$ cat src/rtl/barrier_passage_controller_top_defines.svh
// Assertion macros for the barrier passage controller.
`ifndef BARRIER_PASSAGE_CONTROLLER_TOP_DEFINES_SVH
`define BARRIER_PASSAGE_CONTROLLER_TOP_DEFINES_SVH

`ifndef SYNTHESIS
// checked outside reset
`define BPC_ASSERT(lbl, clk, rst, prop) \
  lbl: assert property (@(posedge clk) disable iff (rst) prop) \
    else $error("assertion failed");
// checked during reset as well
`define BPC_ASSERT_RST(lbl, clk, prop) \
  lbl: assert property (@(posedge clk) prop) \
    else $error("assertion failed");
`else
`define BPC_ASSERT(lbl, clk, rst, prop)
`define BPC_ASSERT_RST(lbl, clk, prop)
`endif

`endif

$ cat src/rtl/bpc_pkg.sv
package bpc_pkg;

  localparam int CntW = 16;

  localparam logic [2:0] MODE_FORCED = 3'd0;
  localparam logic [2:0] MODE_IDLE   = 3'd1;
  localparam logic [2:0] MODE_AB     = 3'd2;
  localparam logic [2:0] MODE_BA     = 3'd3;
  localparam logic [2:0] MODE_HOLDAB = 3'd4;
  localparam logic [2:0] MODE_HOLDBA = 3'd5;

  // sensor latch bit positions
  localparam int LAT_AO = 0;
  localparam int LAT_AI = 1;
  localparam int LAT_BI = 2;
  localparam int LAT_BO = 3;

  localparam logic [1:0] CFG_PULSE_TICKS  = 2'd0;
  localparam logic [1:0] CFG_HOLD_TICKS   = 2'd1;
  localparam logic [1:0] CFG_SAFETY_TICKS = 2'd2;

  localparam logic [CntW-1:0] PULSE_TICKS_RST  = 16'd60;
  localparam logic [CntW-1:0] HOLD_TICKS_RST   = 16'd500;
  localparam logic [CntW-1:0] SAFETY_TICKS_RST = 16'd2000;

  typedef struct packed {
    logic det_a_outer;
    logic det_a_inner;
    logic det_b_inner;
    logic det_b_outer;
  } in_t;

  typedef struct packed {
    logic [2:0] mode;
    logic       alarm_on;
    logic       open_drive;
    logic       close_drive;
    logic       barrier_is_open;
    logic       barrier_moving;
  } out_t;

  typedef struct packed {
    logic [CntW-1:0] pulse_ticks;
    logic [CntW-1:0] hold_ticks;
    logic [CntW-1:0] safety_ticks;
  } cfg_t;

  // drive requests raised by the passage logic this tick
  typedef struct packed {
    logic open_set;
    logic close_set;
  } req_t;

  // actuator status after this tick
  typedef struct packed {
    logic open_drive;
    logic close_drive;
    logic is_open;
    logic moving;
  } act_t;

  function automatic logic [CntW-1:0] at_least_one(input logic [CntW-1:0] v);
    at_least_one = (v == '0) ? {{(CntW-1){1'b0}}, 1'b1} : v;
  endfunction

endpackage

$ cat src/rtl/bpc_ctrl.sv
module bpc_ctrl (
  input  logic          clk,
  input  logic          rst,
  input  logic          step,
  input  bpc_pkg::in_t  det,
  input  bpc_pkg::cfg_t cfg,
  output bpc_pkg::req_t req,
  output logic [2:0]    mode_next,
  output logic          alarm_next
);
  import bpc_pkg::*;
  `include "barrier_passage_controller_top_defines.svh"

  logic [2:0]      mode;
  logic [3:0]      latches;
  logic [3:0]      latches_next;
  logic [1:0]      midpoint;
  logic [1:0]      midpoint_next;
  logic            alarm;
  logic [CntW-1:0] hold_count;
  logic [CntW-1:0] hold_count_next;
  logic [CntW-1:0] safety_count;
  logic [CntW-1:0] safety_count_next;
  logic [3:0]      det_vec;

  assign det_vec = {det.det_b_outer, det.det_b_inner, det.det_a_inner, det.det_a_outer};

  always_comb begin
    latches_next      = latches | det_vec;
    mode_next         = mode;
    alarm_next        = alarm;
    midpoint_next     = midpoint;
    hold_count_next   = hold_count;
    safety_count_next = safety_count;
    req               = '0;

    // safety timer, restarted by any detection
    if (det_vec != 4'd0) begin
      safety_count_next = at_least_one(cfg.safety_ticks);
    end else if (safety_count != '0) begin
      safety_count_next = safety_count - 1'b1;
      if (safety_count_next == '0) begin
        alarm_next = 1'b0;
        if (mode_next != MODE_IDLE) req.open_set = 1'b1;
        mode_next = MODE_IDLE;
      end
    end

    // hold timer runs on even after a safety expiry
    if (hold_count != '0) begin
      hold_count_next = hold_count - 1'b1;
      if (hold_count_next == '0) begin
        alarm_next   = 1'b0;
        req.open_set = 1'b1;
        mode_next    = MODE_IDLE;
      end
    end

    unique case (mode_next)
      MODE_FORCED: begin
        if (latches_next[LAT_BO]) begin
          mode_next = MODE_AB;
          midpoint_next[0] = 1'b1;
          latches_next[LAT_BO] = 1'b0;
        end else if (latches_next[LAT_AO]) begin
          mode_next = MODE_BA;
          midpoint_next[1] = 1'b1;
          latches_next[LAT_AO] = 1'b0;
        end
      end
      MODE_IDLE: begin
        if (latches_next[LAT_AO]) begin
          alarm_next = 1'b1;
          mode_next = MODE_AB;
          midpoint_next[0] = 1'b0;
          latches_next[LAT_AO] = 1'b0;
        end else if (latches_next[LAT_BO]) begin
          req.close_set = 1'b1;
          alarm_next = 1'b1;
          mode_next = MODE_BA;
          midpoint_next[1] = 1'b0;
          latches_next[LAT_BO] = 1'b0;
        end else if (latches_next[LAT_AI] || latches_next[LAT_BI]) begin
          req.close_set = 1'b1;
          alarm_next = 1'b1;
          mode_next = MODE_FORCED;
          latches_next[LAT_AI] = 1'b0;
          latches_next[LAT_BI] = 1'b0;
        end
      end
      MODE_AB: begin
        if (latches_next[LAT_AI]) begin
          req.close_set = 1'b1;
          latches_next[LAT_AI] = 1'b0;
        end
        if (latches_next[LAT_BI]) begin
          midpoint_next[0] = 1'b1;
          latches_next[LAT_BI] = 1'b0;
        end
        if (latches_next[LAT_BO] && midpoint_next[0]) begin
          alarm_next = 1'b0;
          hold_count_next = at_least_one(cfg.hold_ticks);
          mode_next = MODE_HOLDAB;
          latches_next[LAT_BO] = 1'b0;
        end
      end
      MODE_BA: begin
        if (latches_next[LAT_AI]) begin
          req.close_set = 1'b1;
          midpoint_next[1] = 1'b1;
          latches_next[LAT_AI] = 1'b0;
        end
        if (latches_next[LAT_AO] && midpoint_next[1]) begin
          alarm_next = 1'b0;
          hold_count_next = at_least_one(cfg.hold_ticks);
          mode_next = MODE_HOLDBA;
          latches_next[LAT_AO] = 1'b0;
        end
      end
      MODE_HOLDAB: begin
        if (latches_next[LAT_AO] || latches_next[LAT_AI]) begin
          hold_count_next = '0;
          mode_next = MODE_AB;
          midpoint_next[0] = 1'b0;
          latches_next[LAT_AO] = 1'b0;
          latches_next[LAT_AI] = 1'b0;
        end else if (latches_next[LAT_BO]) begin
          hold_count_next = '0;
          mode_next = MODE_BA;
          req.close_set = 1'b1;
          midpoint_next[1] = 1'b0;
          latches_next[LAT_BO] = 1'b0;
        end
      end
      MODE_HOLDBA: begin
        if (latches_next[LAT_BI] || latches_next[LAT_BO]) begin
          hold_count_next = '0;
          mode_next = MODE_BA;
          midpoint_next[1] = 1'b0;
          latches_next[LAT_BI] = 1'b0;
          latches_next[LAT_BO] = 1'b0;
        end else if (latches_next[LAT_AO]) begin
          hold_count_next = '0;
          mode_next = MODE_AB;
          req.close_set = 1'b1;
          midpoint_next[0] = 1'b0;
          latches_next[LAT_AO] = 1'b0;
        end
      end
      default: begin
      end
    endcase
  end

  always_ff @(posedge clk) begin
    if (rst) begin
      mode         <= MODE_IDLE;
      latches      <= '0;
      midpoint     <= '0;
      alarm        <= 1'b0;
      hold_count   <= '0;
      safety_count <= '0;
    end else if (step) begin
      mode         <= mode_next;
      latches      <= latches_next;
      midpoint     <= midpoint_next;
      alarm        <= alarm_next;
      hold_count   <= hold_count_next;
      safety_count <= safety_count_next;
    end
  end

  `BPC_ASSERT(a_safety_restart, clk, rst, step && (det_vec != 4'd0) |=> safety_count != '0)
  `BPC_ASSERT(a_hold_only_on_step, clk, rst, !step |=> $stable(hold_count) && $stable(mode))

endmodule

$ cat src/rtl/bpc_actuator.sv
module bpc_actuator (
  input  logic                       clk,
  input  logic                       rst,
  input  logic                       step,
  input  bpc_pkg::req_t              req,
  input  logic [bpc_pkg::CntW-1:0]   pulse_ticks,
  output bpc_pkg::act_t              act
);
  import bpc_pkg::*;
  `include "barrier_passage_controller_top_defines.svh"

  logic            open_req;
  logic            open_req_next;
  logic            close_req;
  logic            close_req_next;
  logic [CntW-1:0] pulse_count;
  logic [CntW-1:0] pulse_count_next;
  logic            dir_open;
  logic            dir_open_next;
  logic            open_flag;
  logic            open_flag_next;

  always_comb begin
    open_req_next    = open_req | req.open_set;
    close_req_next   = close_req | req.close_set;
    pulse_count_next = pulse_count;
    dir_open_next    = dir_open;
    open_flag_next   = open_flag;

    if (pulse_count != '0) begin
      pulse_count_next = pulse_count - 1'b1;
      if (pulse_count_next == '0) open_flag_next = dir_open;
    end
    // close is served before open
    if (pulse_count_next == '0) begin
      if (close_req_next) begin
        close_req_next   = 1'b0;
        dir_open_next    = 1'b0;
        pulse_count_next = at_least_one(pulse_ticks);
      end else if (open_req_next) begin
        open_req_next    = 1'b0;
        dir_open_next    = 1'b1;
        pulse_count_next = at_least_one(pulse_ticks);
      end
    end

    act.moving      = (pulse_count_next != '0);
    act.open_drive  = act.moving && dir_open_next;
    act.close_drive = act.moving && !dir_open_next;
    act.is_open     = open_flag_next;
  end

  always_ff @(posedge clk) begin
    if (rst) begin
      open_req    <= 1'b0;
      close_req   <= 1'b0;
      pulse_count <= '0;
      dir_open    <= 1'b0;
      open_flag   <= 1'b1;
    end else if (step) begin
      open_req    <= open_req_next;
      close_req   <= close_req_next;
      pulse_count <= pulse_count_next;
      dir_open    <= dir_open_next;
      open_flag   <= open_flag_next;
    end
  end

  `BPC_ASSERT(a_pulse_frozen, clk, rst, !step |=> $stable(pulse_count) && $stable(dir_open))

endmodule

$ cat src/rtl/barrier_passage_controller_top.sv
// Path: the input register takes each tick on its transfer, the result register its result on a step.
// Throughput: one tick item per cycle; while a result waits, one more transfer lands in the
// input register and the input side then stalls until the result is taken.
// The whole tick update is combinational next-state logic between the two registers.
// Reset (rst, synchronous, active high): idle mode, latches and timers cleared, barrier
// flagged open, no drive pulse, configuration back to 60 / 500 / 2000 ticks.
module barrier_passage_controller_top (
  input  logic                       clk,
  input  logic                       rst,
  input  logic                       in_valid,
  output logic                       in_ready,
  input  bpc_pkg::in_t               in_data,
  output logic                       out_valid,
  input  logic                       out_ready,
  output bpc_pkg::out_t              out_data,
  input  logic                       cfg_we,
  input  logic [1:0]                 cfg_index,
  input  logic [bpc_pkg::CntW-1:0]   cfg_data
);
  import bpc_pkg::*;
  `include "barrier_passage_controller_top_defines.svh"

  cfg_t       cfg;
  logic       in_reg_valid;
  in_t        in_reg;
  logic       step;
  req_t       req;
  act_t       act;
  logic [2:0] mode_next;
  logic       alarm_next;

  always_ff @(posedge clk) begin
    if (rst) begin
      cfg.pulse_ticks  <= PULSE_TICKS_RST;
      cfg.hold_ticks   <= HOLD_TICKS_RST;
      cfg.safety_ticks <= SAFETY_TICKS_RST;
    end else if (cfg_we) begin
      unique case (cfg_index)
        CFG_PULSE_TICKS:  cfg.pulse_ticks  <= cfg_data;
        CFG_HOLD_TICKS:   cfg.hold_ticks   <= cfg_data;
        CFG_SAFETY_TICKS: cfg.safety_ticks <= cfg_data;
        default: begin
        end
      endcase
    end
  end

  // tick advances when the input register holds a tick and the result register is free or being drained
  assign step     = in_reg_valid && (!out_valid || out_ready);
  assign in_ready = !in_reg_valid || step;

  always_ff @(posedge clk) begin
    if (rst) begin
      in_reg_valid <= 1'b0;
    end else if (in_ready) begin
      in_reg_valid <= in_valid;
    end
  end

  always_ff @(posedge clk) begin
    if (in_valid && in_ready) in_reg <= in_data;
  end

  bpc_ctrl u_ctrl (
    .clk        (clk),
    .rst        (rst),
    .step       (step),
    .det        (in_reg),
    .cfg        (cfg),
    .req        (req),
    .mode_next  (mode_next),
    .alarm_next (alarm_next)
  );

  bpc_actuator u_act (
    .clk         (clk),
    .rst         (rst),
    .step        (step),
    .req         (req),
    .pulse_ticks (cfg.pulse_ticks),
    .act         (act)
  );

  always_ff @(posedge clk) begin
    if (rst) begin
      out_valid <= 1'b0;
    end else if (step) begin
      out_valid <= 1'b1;
    end else if (out_ready) begin
      out_valid <= 1'b0;
    end
  end

  always_ff @(posedge clk) begin
    if (step) begin
      out_data.mode            <= mode_next;
      out_data.alarm_on        <= alarm_next;
      out_data.open_drive      <= act.open_drive;
      out_data.close_drive     <= act.close_drive;
      out_data.barrier_is_open <= act.is_open;
      out_data.barrier_moving  <= act.moving;
    end
  end

  `BPC_ASSERT_RST(a_reset_empties, clk, rst |=> !out_valid && !in_reg_valid)
  `BPC_ASSERT(a_one_drive, clk, rst, out_valid |-> !(out_data.open_drive && out_data.close_drive))
  `BPC_ASSERT(a_moving_match, clk, rst,
    out_valid |-> out_data.barrier_moving == (out_data.open_drive || out_data.close_drive))

endmodule

$ cat config.mk
export PLATFORM = sky130hd
export DESIGN_NAME = barrier_passage_controller_top
export DESIGN_NICKNAME = d
export VERILOG_FILES = /design/src/rtl/bpc_pkg.sv /design/src/rtl/bpc_ctrl.sv /design/src/rtl/bpc_actuator.sv /design/src/rtl/barrier_passage_controller_top.sv
export VERILOG_INCLUDE_DIRS = /design/src /design/src/rtl
export SDC_FILE = /design/constraint.sdc
export NUM_CORES = 1
export LEC_CHECK = 0
export BUFFER_PORTS_ARGS = -buffer_cell sky130_fd_sc_hd__buf_2
export CAP_MARGIN = 40
export CORE_UTILIZATION = 29
export DETAILED_ROUTE_END_ITERATION = 8
export GPL_TIMING_DRIVEN = 0
export PLACE_DENSITY_LB_ADDON = 0.15
export SYNTH_ARGS = -nofsm -noshare
export SYNTH_HDL_FRONTEND = slang
export SYNTH_SLANG_ARGS = --single-unit
$ cat constraint.sdc
create_clock -name clk -period 3.5 [get_ports clk]
set_input_delay 0.875 -clock clk [delete_from_list [all_inputs] [get_ports clk]]
set_output_delay 0.875 -clock clk [all_outputs]
set_load 0.02 [all_outputs]
==> results.yml <==
final_layout:
  nets: 1075
  nFillCells: 2569
  largest_reg_flops: 48
  regMostFlops: "cfg"
  diodes: 0
  area_growth_syn_to_layout_pct: 23.5
  fin_area_um2: 9000
  layout-drive-gt1-share: 0.178
floorplanning:
  ioPinCount: 37
  dieArea_um2: 25800
  row_count: 57
  die_y_um: 161
  coreArea_um2: 24500
  initial_core_util: 0.298
  die_w_um: 161
cts:
  tritoncts: "done"
  clk_path_buf_depth: 2
  cts.sinks: 124
  cts_buffers: 17
  clk_latency_ns: 0.43
  cts.clk_slew.worst_paths_ns: 0.06
  clock-root-buffer: "clkbuf_16"
  htreeDepth: 4
logic_synthesis:
  netlist_top_cells_count: "nand2_1 (164), dfxtp_1 (112), a21oi_1 (103)"
  ys_seq_area_frac: 0.357
  syn_area_um2: 7290
  syn_nets: 1000
  synth.largest_area_cell: "dfxtp_1"
  synth_edf_count: 12
  synthArstFlopShare: 0
  ys_types: 86
  ys.flop_type: "dfxtp_1"
  ys_seq_elements: 124
  synth.area.top_cells: "dfxtp_1 (31%), nand2_1 (8.4%), a21oi_1 (7.1%), edfxtp_1 (4.9%), nor2_1 (4.6%)"
  synth_top_area_share: 0.308
  yosys_warnings: 0
  postSynthAreaPerCell_um2: 7.56
  yosysMostFrequentCell: "nand2_1"
  syn_inst: 964
pwr:
  vdd_drop_max_mv: 0.251
  power_mw: 4.86
  powerDensity_nw_per_um2: 539
  p_leak_nw: 3.28
global_routing:
  grt_pass1_vias: 7126
  antenna_found_initial: 0
  grt_pass1_wl_mm: 41.6
  grt_max_degree: 17
  overflow: 0
  gr-usage-all-layers: 0.210
setup_path:
  start_kind: "register"
  arrival_ns: 3.80
  crit_type: "register to register"
  crit_required_ns: 3.85
  crit_path_end_kind: "register"
  cp_max_fo: 6
route:
  viasPerCell: 5.53
  wl_met2_mm: 12.1
  num_vias: 7607
  top_layer_used: "met4"
  wl_met1_mm: 12.4
  drt_iter0_drc: 505
  drc: 0
  wl_per_cell_um: 19.6
  first_pass_iters: 5
  drt-total-wl_mm: 27.0
  met3_length_mm: 1.52
  drt.antenna.violating_nets: 0
placed_design:
  port_buffers: 36
  place_area_um2: 7890
  place_congestion: 0.897
  place_ws_ns: -0.635
  hpwlAfterDp_mm: 19.5
sta:
  relSlewSlack: 0.440
  hold_ws_ns: 0.472
  fmax_mhz: 290
  fin_ws_ns: 0.0500
  finalCritPeriodShare: 0.986
  tightestPinTransition_ns: 0.840
  finalCriticalPeriod_ns: 3.45
  grt_setup_unrepaired: "yes"
  hold_violations: 0
  slew_violations: 0
  skew_ns: 0.0155
  fin_setup_tns_ns: 0
  setup_viol: 0
flow_run:
  maxCapViolCount: 0
status:
  status: "completed"
min_path:
  holdCritPathClass: "register to register"
## path summary, 6_finish.rpt
check | from | end | slack [ns] | depth (start not counted)
setup reg to reg | u_ctrl.safety_count[11]$_SDFFE_PP0P_ | u_act.open_req$_SDFFE_PP0P_ | 0.05 | 9
hold reg to reg | u_act.open_req$_SDFFE_PP0P_ | u_act.open_req$_SDFFE_PP0P_ | 0.47 | 2
hold / removal | u_act.open_req$_SDFFE_PP0P_ | u_act.open_req$_SDFFE_PP0P_ | 0.47 | 2
setup / recovery | u_ctrl.safety_count[11]$_SDFFE_PP0P_ | u_act.open_req$_SDFFE_PP0P_ | 0.05 | 9
## worst max-delay path: stages (launching register included)
cell and delay [ns]:
dfxtp_4 0.35, or4_4 0.59, or4_4 0.59, xor2_2 0.19, nand4_1 0.11, or4_4 0.58, a31o_4 0.28, and3b_2 0.20
or3_1 0.36, a21oi_2 0.12
## timing repair
item | 4_1_cts | 5_1_grt
pin swaps | 4 | 17
endpoints found under the setup margin | 39 | 45
buffers inserted | 6 | 19
hold buffers | 0 | 0
resized for setup | 28 | 48
cloned | 1 | 0
## stage by stage
step	cells	utilization
2_1_floorplan	964	-
3_3_place_gp	1324	0.322
5_1_grt	1375	0.368
4_1_cts	1359	0.355
3_5_place_dp	1325	0.322
6_report	1375	0.368
## where the power goes
| part | internal (mW) | switching [mW] | leakage (nW) | total, mW |
|---|---|---|---|---|
| Clock | 1.16 | 0.713 | 0.306 | 1.87 |
| Sequential | 1.52 | 0.102 | 1.03 | 1.63 |
| Combinational | 0.531 | 0.831 | 1.94 | 1.36 |
| Total | 3.21 | 1.65 | 3.28 | 4.86 |
## final cells by class
| class | instances | area, µm² | area share |
|---|---|---|---|
| multi-input combinational | 742 | 4530 | 0.503 |
| clock buffer | 21 | 492 | 0.0546 |
| timing repair buffer | 63 | 419 | 0.0465 |
| buffer | 65 | 308 | 0.0342 |
| clock inverter | 10 | 128 | 0.0142 |
| inverter | 26 | 97.6 | 0.0108 |
| tap | 324 | 405 | 0.0450 |
| sequential | 124 | 2630 | 0.292 |
## layer usage
metal  GRT usage  up-vias
li1            -     3697
met3      0.0354       63
met1       0.284     3604
met5           0        -
met4       0.103        0
met2       0.323      243
## cell usage in the layout (no fill, tap or decap), drive strengths merged, types with 8 or more instances in the layout
| cell type | count |
|---|---|
| nor2 | 92 |
| nand2 | 165 |
| clkbuf | 71 |
| buf | 78 |
| a221oi | 9 |
| ha | 9 |
| a32oi | 8 |
| o31ai | 10 |
| o21ai | 55 |
| nor3 | 23 |
| a21oi | 105 |
| dfxtp | 112 |
| nand3 | 28 |
| a211oi | 14 |
| edfxtp | 12 |
| nor3b | 8 |
| xor2 | 10 |
| or4 | 15 |
| inv | 29 |
| o32ai | 12 |
| or2 | 9 |
| a22oi | 13 |
| nor4 | 29 |
## logic make-up (layout without fill, tap and decap cells)
kind of cell,after synthesis,after routing,synth area share
multiplexers,2,2,0.00292
flip-flops,124,124,0.357
buffers and inverters,98,185,0.0565
AND/OR/NAND/NOR,432,432,0.295
XOR/XNOR,14,14,0.0168
adder cells (fa/ha/maj),9,9,0.0154
AO/OA/AOI/OAI,285,285,0.257
No activity file was read; power rests on OpenSTA's default activity.
